$ cat src/sv/mwf_pkg.sv
// Shared types and constants of the median window filter.
`timescale 1ns / 1ps
package mwf_pkg;

   localparam int MAX_WINDOW_DEF = 5;
   localparam int MAX_LINE_DEF   = 1024;
   localparam int MAX_LINES_DEF  = 1024;
   localparam int CHANNELS_DEF   = 4;

   localparam int SAMPLE_W  = 8;
   localparam int PORT_CHAN = 4;
   localparam int CFG_LEN_W = 11;
   localparam int CFG_WIN_W = 3;

   typedef enum logic [1:0] {
      CSR_LINE_LENGTH,
      CSR_LINE_COUNT,
      CSR_WINDOW_SIZE,
      CSR_CHANNEL_COUNT
   } csr_idx_type;

   typedef enum logic [2:0] {
      ST_IDLE,
      ST_ALIGN,
      ST_FETCH,
      ST_LAST,
      ST_SELECT,
      ST_DONE
   } state_type;

   // lane control from the sequencer
   typedef struct packed {
      logic       clear;
      logic       load;
      logic       load_zero;
      logic       step;
      logic [2:0] bit_idx;
   } lane_ctl_type;

endpackage

$ cat src/sv/mwf_lane.sv
// One channel lane: holds the window samples and picks the median bit by bit.
`timescale 1ns / 1ps
module mwf_lane #(
   parameter int MaxWindow = mwf_pkg::MAX_WINDOW_DEF,
   localparam int Win = MaxWindow * MaxWindow,
   localparam int IW  = $clog2(Win),
   localparam int CW  = $clog2(Win + 1)
) (
   input  logic                          clock,
   input  logic                          reset,
   input  mwf_pkg::lane_ctl_type         ctl,
   input  logic [IW-1:0]                 load_idx,
   input  logic [mwf_pkg::SAMPLE_W-1:0]  load_data,
   input  logic [CW-1:0]                 sample_count,
   input  logic [CW-1:0]                 rank_init,
   output logic [mwf_pkg::SAMPLE_W-1:0]  median
);

   logic [mwf_pkg::SAMPLE_W-1:0] samples_ff [Win];
   logic [Win-1:0]               alive_ff, alive_in;
   logic [CW-1:0]                rank_ff, rank_in;
   logic [mwf_pkg::SAMPLE_W-1:0] med_ff, med_in;
   logic [Win-1:0]               bit_vec;
   logic [CW-1:0]                cnt0;

   always_comb begin
      cnt0 = '0;
      for (int i = 0; i < Win; i++) begin
         bit_vec[i] = samples_ff[i][ctl.bit_idx];
         cnt0 = cnt0 + CW'(alive_ff[i] & ~bit_vec[i]);
      end
      alive_in = alive_ff;
      rank_in  = rank_ff;
      med_in   = med_ff;
      if (ctl.clear) begin
         for (int i = 0; i < Win; i++) begin
            alive_in[i] = (CW'(i) < sample_count);
         end
         rank_in = rank_init;
      end else if (ctl.step) begin
         // keep only the candidates that agree with the chosen bit
         if (rank_ff < cnt0) begin
            med_in[ctl.bit_idx] = 1'b0;
            alive_in = alive_ff & ~bit_vec;
         end else begin
            med_in[ctl.bit_idx] = 1'b1;
            alive_in = alive_ff & bit_vec;
            rank_in  = rank_ff - cnt0;
         end
      end
   end

   always_ff @(posedge clock) begin
      if (reset) begin
         alive_ff <= '0;
         rank_ff  <= '0;
      end else begin
         alive_ff <= alive_in;
         rank_ff  <= rank_in;
      end
      med_ff <= med_in;
      if (ctl.load) begin
         samples_ff[load_idx] <= ctl.load_zero ? '0 : load_data;
      end
   end

   assign median = med_ff;

endmodule
$ cat config.mk
export PLATFORM = sky130hd
export DESIGN_NAME = mwf_lane
export DESIGN_NICKNAME = d
export VERILOG_FILES = /design/src/sv/mwf_pkg.sv /design/src/sv/mwf_lane.sv
export SDC_FILE = /design/constraint.sdc
export NUM_CORES = 1
export LEC_CHECK = 0
export BUFFER_PORTS_ARGS = -buffer_cell sky130_fd_sc_hd__buf_2
export CORE_MARGIN = 1
export CORE_UTILIZATION = 45
export CTS_BUF_LIST = sky130_fd_sc_hd__clkbuf_4 sky130_fd_sc_hd__clkbuf_8 sky130_fd_sc_hd__clkbuf_16
export DETAILED_ROUTE_END_ITERATION = 16
export GPL_TIMING_DRIVEN = 0
export PLACE_DENSITY = 0.57
export SYNTH_ARGS = -nofsm -noshare
export SYNTH_HDL_FRONTEND = slang
export SYNTH_SLANG_ARGS = --single-unit
$ cat constraint.sdc
create_clock -name clock -period 19.9 [get_ports clock]
set_input_delay 2.985 -clock clock [delete_from_list [all_inputs] [get_ports clock]]
set_output_delay 2.985 -clock clock [all_outputs]
set_load 0.03 [all_outputs]
* After elaboration in Yosys (flattened, before gate mapping)
Memories as Yosys holds them, arrays and structs flattened.
Cells that the tools add are included.
** Word-level totals
- Bits in registers :: 38
- Latch bits :: 0
- Bits in writable memories :: 200
- Memory bits (read-only) :: 0
- Word-level logic and storage cells :: 181
- Memories :: 1
** Cells by class
- $add $sub $neg :: 25
- Multipliers :: 0
- Div/mod/pow operators :: 0
- Magnitude comparators :: 28
- Equal/unequal tests :: 1
- Shift-type cells :: 0
- Multiplexer cells :: 62
- Bitwise operators :: 57
- Reductions and logical operators :: 4
** Memories
- samples_ff :: words 25, width 8, read ports 25, clocked after Yosys merged registers in 0, wr ports 1, RTL line mwf_lane.sv:19 : logic [mwf_pkg::SAMPLE_W-1:0] samples_ff [Win];
** Operators with widths (count)
- $and 1x5->5 :: 25
- $not 1->5 :: 25
- $add 5x5->5 :: 24
- $bmux 1 s3 :: 25
- $mux 25 :: 3
- $and 25x25->25 :: 2
- $lt 5x5->1 const A :: 9
- $lt 4x5->1 const A :: 8
- $mux 1 :: 28
- $not 25->25 :: 1
- $lt 3x5->1 const A :: 4
- $mux 8 :: 2
- $mux 5 :: 3
- $lt 1x5->1 const A :: 2
- $lt 2x5->1 const A :: 2
- $and 8x8->8 :: 1
- $not 8->8 :: 1
- $or 8x8->8 :: 1
- $lt 5x5->1 :: 1
- $sub 5x5->5 :: 1
- $lt 3x4->1 const B :: 1
- $reduce_and 2->1 :: 2
- $demux 1 s3 :: 1
- $ge 3x1->1 const B :: 1
- 4 further kinds :: 4

* Longest topological paths before layout
Gate-level depths: netlist (run 1).
- Depth in word-level cells :: 32
- Depth in mapped cells :: 29
- Gate-level depth less buffers :: 25

* Worst setup path before layout (run 1)
Ideal clock, no wire load.
- Path kind :: input port to flip-flop
- Start point :: input ctl[2] (netlist name)
- End point :: register rank_ff[4]
- Setup time :: 0.117 ns
- Data arrival time :: 9.303 ns
- Data required time :: 19.783 ns
- Path slack :: 10.480 ns
- Stages on the path :: 25
- Buffers on the path :: 3
- Cells stage by stage :: buf_2 -> buf_2 -> buf_4 -> mux2i_1 -> o21ai_0 -> a221oi_1 -> nand2_1 -> fa_1 -> inv_1 -> fa_1 -> inv_1 -> fa_1 -> fa_1 -> inv_1 -> fa_1 -> fa_1 -> inv_1 -> fa_1 -> ha_1 -> nor2b_1 -> o31a_1 -> o22a_1 -> nand2_1 -> mux2_2 -> a22o_1
** On the way
- Word-level cells in the longest chain between the ends :: 32
- Elaborated cells on any way between the ends :: 131
- Classes of those cells :: 25 x add/sub; 1 x order compare; 1 x eq/ne; 53 x mux; 50 x bitwise; 1 x reduce/logical
** Ends and longest elaborated chain
- start: declaration :: RTL line mwf_lane.sv:11 : input mwf_pkg::lane_ctl_type ctl,
- $bmux 1 s3 :: RTL line mwf_lane.sv:29 : bit_vec[i] = samples_ff[i][ctl.bit_idx];
- $mux 1 (implied by the code) :: RTL line mwf_lane.sv:29
- $not 1->5 :: RTL line mwf_lane.sv:30 : cnt0 = cnt0 + CW'(alive_ff[i] & ~bit_vec[i]);
- $and 1x5->5 :: RTL line mwf_lane.sv:30
- $add 5x5->5 (23 in series) :: RTL line mwf_lane.sv:30
- $add 5x5->5 * :: RTL line mwf_lane.sv:30
- $sub 5x5->5 :: RTL line mwf_lane.sv:48 : rank_in = rank_ff - cnt0;
- $mux 5 :: RTL line mwf_lane.sv:42 : if (rank_ff < cnt0) begin
- $mux 5 :: RTL line mwf_lane.sv:40 : end else if (ctl.step) begin
- $mux 5 :: RTL line mwf_lane.sv:35 : if (ctl.clear) begin
- end signal: assignment :: RTL line mwf_lane.sv:59 : rank_ff <= rank_in;
- end: declaration :: RTL line mwf_lane.sv:21 : logic [CW-1:0] rank_ff, rank_in;
Mark *: on every way between the ends. The rest lies on a longest branch, timed or not. The select of a mux whose other input is x is not followed.
A chain may end at the register's enable or synchronous reset.

* Worst setup path after layout (run 1)
- Start point :: input ctl[0] (netlist name)
- End point :: register rank_ff[2]
The elaborated chain is that of the path after synthesis.

==> results of run 1 <==
worst paths after layout:
kind / to / slack, ps / cells past startpoint / startpoint
hold reg to reg: alive_ff[20]$_SDFFE_PP0P_ / 470 / 2 / alive_ff[20]$_SDFFE_PP0P_
setup reg to reg: rank_ff[2]$_SDFFE_PP0P_ / 12640 / 24 / samples_ff[13][5]$_DFFE_PP_
hold / removal: alive_ff[20]$_SDFFE_PP0P_ / 470 / 2 / alive_ff[20]$_SDFFE_PP0P_
setup / recovery: rank_ff[2]$_SDFFE_PP0P_ / 9710 / 25 / ctl[0]
cell families (layout without fill, tap and decap cells):
logic type | Yosys count | after routing
AOI/OAI and AO/OA | 90 | 90
buffers and inverters | 66 | 154
xor gates and xnor gates | 28 | 28
DFF | 238 | 238
muxes | 78 | 78
and+or+nand+nor | 178 | 178
adders and majority gates | 29 | 29
critical path: stages:
cell	delay, ps
buf_2	110
buf_2	300
buf_2	360
mux2_2	370
a221oi_1	810
nand2_1	260
fa_1	560
inv_1	50
fa_1	500
inv_1	50
fa_1	460
fa_1	540
inv_1	50
fa_1	500
fa_1	470
inv_1	80
fa_1	430
ha_1	280
nor2b_1	160
o31a_1	160
o22a_1	200
buf_4	240
buf_4	290
nand3_1	120
a311oi_1	270
cells in the final DEF, fill, tap and decap left out, drive strengths merged, types with 13 or more instances in the layout:
cell type / n
nand3: 13
inv: 29
mux4: 34
nand2: 45
edfxtp: 208
xnor2: 17
a21oi: 21
clkinv: 14
dfxtp: 30
clkbuf: 42
buf: 64
mux2i: 38
nor2: 57
fa: 19
registers in the layout, indices dropped and copies added (netlist names), named ones only:
signal      cells
rank_ff         5
alive_ff       25
samples_ff    200
power by group through the flow:
stage          Combinational [mW]  Sequential, mW  Clock [mW]
4_1_cts                     0.272           0.570       0.484
2_1_floorplan               0.202           0.579           0
3_3_place_gp                0.262           0.580           0
6_report                    0.268           0.570       0.477
3_5_place_dp                0.271           0.580           0
5_1_grt                     0.299           0.571       0.504
layout make-up:
class	count	area [sq um]	area share
flip-flops and latches	238	6850	0.555
clock inverters	19	183	0.0148
repair buffers	40	300	0.0243
plain buffers	37	233	0.0189
clock buffers	29	673	0.0546
well taps	319	399	0.0324
inverters	29	109	0.00882
multi-input cells	403	3590	0.291
per-layer routing:
layer  vias up  global-route usage  part of all wire
met5         -                   0                 0
met4         0              0.0579             0.020
met3        35              0.0332             0.050
met2       185               0.362              0.48
met1      3203               0.301              0.45
li1       2812                   -                 -
through the flow:
step                      power [mW]  instances  area (sq um)  setup WS, ps
final                           1.32       1114         12300          9710
after CTS                       1.33       1114         12300          9690
after floorplan                0.782        707         10700         10480
after global placement         0.842       1061         11300          9210
after global routing            1.37       1114         12300          9250
after detailed placement       0.851       1066         11500          9140
==> results.sh, run 1 <==
export IMPL_post_drt_wl_per_cell_microns=23.0
export IMPL_io_buffers=35
export IMPL_synthArstFlopShare=0
export IMPL_holdWs_ps=473
export IMPL_ir_worst_vdd_v=0.0000662
export IMPL_ys_ff_latch=238
export IMPL_leakagePower_nw=4.03
export IMPL_path_class="input port to flop"
export IMPL_ys_flop_type="edfxtp_1"
export IMPL_setup_violations=0
export IMPL_yosys_area_share_adder=0.0470
export IMPL_rsz0062_at_grt="no"
export IMPL_cts_made_buffers=26
export IMPL_final_util=0.526
export IMPL_fin_worst_skew_ps=12.9
export IMPL_grt_max_degree=26
export IMPL_cts_root_buf="clkbuf_16"
export IMPL_switching_power_mw=0.355
export IMPL_power_frac_clock=0.363
export IMPL_drt_pass1_iterations=5
export IMPL_grt_pass1_vias=6398
export IMPL_cts_max_level=1
export IMPL_initialDrtViolationCount=378
export IMPL_synth_edff_count=208
export IMPL_switching_share=0.270
export IMPL_grt_pass1_wl_microns=38500
export IMPL_initial_utilization=0.458
export IMPL_maxCapViolCount=0
export IMPL_tns_ps=0
export IMPL_syn_mean_instance_area_sq_um=15.2
export IMPL_grt_util_all_layers=0.218
export IMPL_muxShareOfSynthArea=0.121
export IMPL_seqPwrFrac=0.433
export IMPL_overflow=0
export IMPL_setup_worst_path_end_class="flop"
export IMPL_synth_cells=707
export IMPL_synth_compound_area_share=0.0604
export IMPL_fillers=1993
export IMPL_placeableCoreArea_sq_um=23500
export IMPL_core_rowCount=56
export IMPL_finalCriticalPeriod_ps=10190
export IMPL_fp_dieW_microns=157
export IMPL_synth_common_cells="edfxtp_1 (208), nor2_1 (57), nand2_1 (45)"
export IMPL_slew_headroom=0.351
export IMPL_cts_reportedPaths_clkPinSlew_ps=60
export IMPL_cts_tree="done"
export IMPL_fp_dieH_microns=157
export IMPL_max_freq_mhz=98.2
export IMPL_worst_path_max_fanout=17
export IMPL_yosys_warnings=0
export IMPL_cts_setup_buffers=0
export IMPL_synth_top_cells_by_area="edfxtp_1 (58%), mux4_2 (7.1%), dfxtp_1 (5.6%)"
export IMPL_num_antenna_cells=0
export IMPL_cts_resized=0
export IMPL_vias=6235
export IMPL_syn_nets=768
export IMPL_synthXorXnorAreaFrac=0.0228
export IMPL_worst_pin_slew_ps=973
export IMPL_p_int_mw=0.961
export IMPL_drive_gt1_frac=0.215
export IMPL_start_kind="input port"
export IMPL_wirelength_microns=25600
export IMPL_synth_top_area_share=0.581
export IMPL_dp_hpwl_microns=17200
export IMPL_power_density_nw_per_um2=107
export IMPL_synth_top_area_cell="edfxtp_1"
export IMPL_antenna_found_initial=0
export IMPL_critPathArrivalTime_ps=10630
export IMPL_yosysSeqAreaShare=0.637
export IMPL_ys_types=62
export IMPL_syn_area_sq_um=10700
export IMPL_required_ps=20340
export IMPL_cts_buffer_depth=3
export IMPL_areaGrowthSynthToFinish_pct=14.8
export IMPL_clock_sinks=238
export IMPL_clk_latency_ps=530
export IMPL_final_antenna_net_count=0
export IMPL_nets=836
export IMPL_yosysMostFrequentCell="edfxtp_1"
export IMPL_p_comb_frac=0.204
export IMPL_route_detailed_drc=0
export IMPL_die_area_sq_um=24500
export IMPL_drv_slew=0
export IMPL_vias_per_cell=5.60
export IMPL_yosys_area_share_simple=0.0796
export IMPL_ioPinCount=40
export IMPL_status="completed"
export IMPL_cts_hold_buf=0
export IMPL_synth_top_family_by_area="multiplexers"
export IMPL_gp_congestion=0.914
export IMPL_hold_violations=0
export IMPL_hold_class="flop to flop"
export IMPL_finalCritPeriodShare=0.512
(Power assumes the default switching activity.)
==> run 2, diff against run 1 <==
ABC_AREA = 1   (was unset)
clock period = 9.9 ns   (was 19.9 ns; I/O delays follow)
==> results.sh, run 2 <==
export IMPL_dr_wl_met2_microns=14500
export IMPL_drt_pass1_iterations=5
export IMPL_grt_util_all_layers=0.244
export IMPL_yosys_warnings=0
export IMPL_worst_pin_slew_ps=941
export IMPL_grt_pass1_vias=7967
export IMPL_fin_worst_skew_ps=21.5
export IMPL_hold_violations=0
export IMPL_power_density_nw_per_um2=212
export IMPL_synth_cells=1273
export IMPL_finalCriticalPeriod_ps=7670
export IMPL_tns_ps=0
export IMPL_layout_commonest_cell="nand2_1"
export IMPL_yosysMostFrequentCell="nand2_1"
export IMPL_vias=8569
export IMPL_ir_worst_vdd_v=0.000216
export IMPL_top_register="samples_ff"
export IMPL_synthArstFlopShare=0
export IMPL_syn_nets=1334
export IMPL_critPathArrivalTime_ps=8090
export IMPL_syn_area_sq_um=11900
export IMPL_cts_buffer_depth=3
export IMPL_synth_top_cells_by_area="edfxtp_1 (53%), nand2_1 (9.6%), inv_1 (8.0%)"
export IMPL_hold_depth=2
export IMPL_cts_hold_buf=0
export IMPL_ioPinCount=40
export IMPL_route_detailed_drc=0
export IMPL_cts_resized=0
export IMPL_cts_made_buffers=27
export IMPL_crit_slowest_cell="fa_1"
export IMPL_synth_top_area_share=0.526
export IMPL_num_antenna_cells=0
export IMPL_status="completed"
export IMPL_setup_worst_path_end_class="flop"
export IMPL_yosysSeqAreaShare=0.577
export IMPL_syn_mean_instance_area_sq_um=9.33
export IMPL_antenna_found_initial=0
export IMPL_slew_headroom=0.371
export IMPL_vias_per_cell=5.05
export IMPL_io_buffers=32
export IMPL_synth_edff_count=208
export IMPL_leakagePower_nw=5.92
export IMPL_post_drt_wl_per_cell_microns=18.7
export IMPL_largest_reg_flops=200
export IMPL_gp_congestion=0.945
export IMPL_worst_path_max_fanout=10
export IMPL_initialDrtViolationCount=809
export IMPL_fp_dieH_microns=164
export IMPL_clk_latency_ps=550
export IMPL_nets=1402
export IMPL_setup_violations=0
export IMPL_areaGrowthSynthToFinish_pct=13.9
export IMPL_most_common_layout_cells="nand2_1 (303), inv_1 (254), edfxtp_1 (208)"
export IMPL_total_power_mw=2.86
export IMPL_required_ps=10320
export IMPL_grt_max_degree=26
export IMPL_ys_types=39
export IMPL_dp_hpwl_microns=21900
export IMPL_hold_end="alive_ff[0]$_SDFFE_PP0P_"
export IMPL_path_common_cell="fa_1"
export IMPL_start_kind="input port"
export IMPL_hold_class="flop to flop"
export IMPL_ys_ff_latch=238
export IMPL_ys_flop_type="edfxtp_1"
export IMPL_rsz0062_at_grt="no"
export IMPL_die_area_sq_um=27000
export IMPL_maxCapViolCount=0
export IMPL_dp_cells=1647
export IMPL_cts_root_buf="clkbuf_16"
export IMPL_top_layer_used="met4"
export IMPL_reg2reg_to="alive_ff[16]$_SDFFE_PP0P_"
export IMPL_synth_common_cells="nand2_1 (303), inv_1 (254), edfxtp_1 (208)"
export IMPL_core_rowCount=59
export IMPL_reg2reg_slack_ps=3340
export IMPL_wl_met3_microns=1890
export IMPL_clock_sinks=238
export IMPL_drt_met1_wl_microns=14500
export IMPL_r2r_cells=25
export IMPL_r2r_start="samples_ff[0][1]$_DFFE_PP_"
export IMPL_fp_dieW_microns=164
export IMPL_path_class="input port to flop"
export IMPL_final_antenna_net_count=0
export IMPL_cts_reportedPaths_clkPinSlew_ps=70
export IMPL_finalNonFillerCells=1697
export IMPL_max_freq_mhz=130
export IMPL_initial_utilization=0.457
export IMPL_synth_top_area_cell="edfxtp_1"
export IMPL_drive_gt1_frac=0.128
export IMPL_finalCritPeriodShare=0.775
export IMPL_drv_slew=0
export IMPL_fillers=2416
export IMPL_cts_max_level=1
export IMPL_wirelength_microns=31800
export IMPL_placeableCoreArea_sq_um=26000
export IMPL_cts_setup_buffers=0
export IMPL_grt_pass1_wl_microns=47900
export IMPL_reg_top3="samples_ff (200), alive_ff (25), rank_ff (5)"
export IMPL_slowest_delay_ps=600
export IMPL_overflow=0
export IMPL_cts_tree="done"
export IMPL_holdCritStartpoint="alive_ff[0]$_SDFFE_PP0P_"
## run 2: changes by cell type in the layout (fill, tap and decap cells not counted), sizes merged, moves of 12 or more
cell   previous run  this run
mux2i            38         1
buf              64        79
xnor2            17         2
o21ai            10        46
nor2b            12         0
a21oi            21        37
or2               4        22
nand2            45       307
mux4             34         0
nand3            13       137
nor2             57       102
inv              29       272
## run 2: cell type report
| type | count | area, sq um | share of cell area |
|---|---|---|---|
| sequential | 238 | 6850 | 0.506 |
| clock inverter | 13 | 143 | 0.0105 |
| buffer | 48 | 327 | 0.0242 |
| inverter | 271 | 1020 | 0.0758 |
| clock buffer | 37 | 763 | 0.0564 |
| multi-input combinational | 716 | 3710 | 0.274 |
| tap | 335 | 419 | 0.0310 |
| timing repair buffer | 39 | 293 | 0.0217 |
## run 2: cell families after synthesis
kind of cell               Yosys count  synth area share
xor gates and xnor gates             5           0.00369
adders and majority gates           29            0.0426
buffers and inverters              319             0.114
AOI/OAI and AO/OA                  100            0.0503
muxes                                1          0.000843
DFF                                238             0.577
and+or+nand+nor                    581             0.212
## run 2: layer usage
metal	GRT usage	vias up
met4	0.0734	0
li1	-	4182
met5	0	-
met3	0.0281	52
met1	0.354	4068
met2	0.385	267
## run 2: critical path: cells and delay by family
kind                     cells  cell delay (ps)
AO/OA/AOI/OAI                2              170
adder cells (fa/ha/maj)      8             3710
buffers and inverters        7             1300
AND/OR/NAND/NOR              9             1220
XOR/XNOR                     1              170
## run 2: power by group
part / internal [mW] / switching [mW] / total, mW
registers: 1.14 / 0.0127 / 1.15
clock network: 0.617 / 0.407 / 1.02
logic: 0.237 / 0.453 / 0.690
## run 2: worst max path at each step
stage,start,slack (ps),depth (start not counted),to
floorplan,ctl[0],2850,30,alive_ff[18]$_SDFFE_PP0P_
global placement,ctl[0],1760,27,alive_ff[17]$_SDFFE_PP0P_
detailed placement,ctl[0],1710,27,alive_ff[17]$_SDFFE_PP0P_
CTS,ctl[0],2300,27,alive_ff[18]$_SDFFE_PP0P_
global route,ctl[0],1920,27,alive_ff[16]$_SDFFE_PP0P_
finish,ctl[0],2230,27,alive_ff[16]$_SDFFE_PP0P_
## run 2: stage by stage
step,hold slack (ps),worst slack [ps],cell area [sq um],utilization
final,498,2230,13500,0.520
after global routing,531,1920,13500,0.520
after CTS,504,2300,13500,0.520
after detailed placement,490,1710,12600,0.486
after global placement,485,1760,12500,0.479
after floorplan,454,2850,11900,-
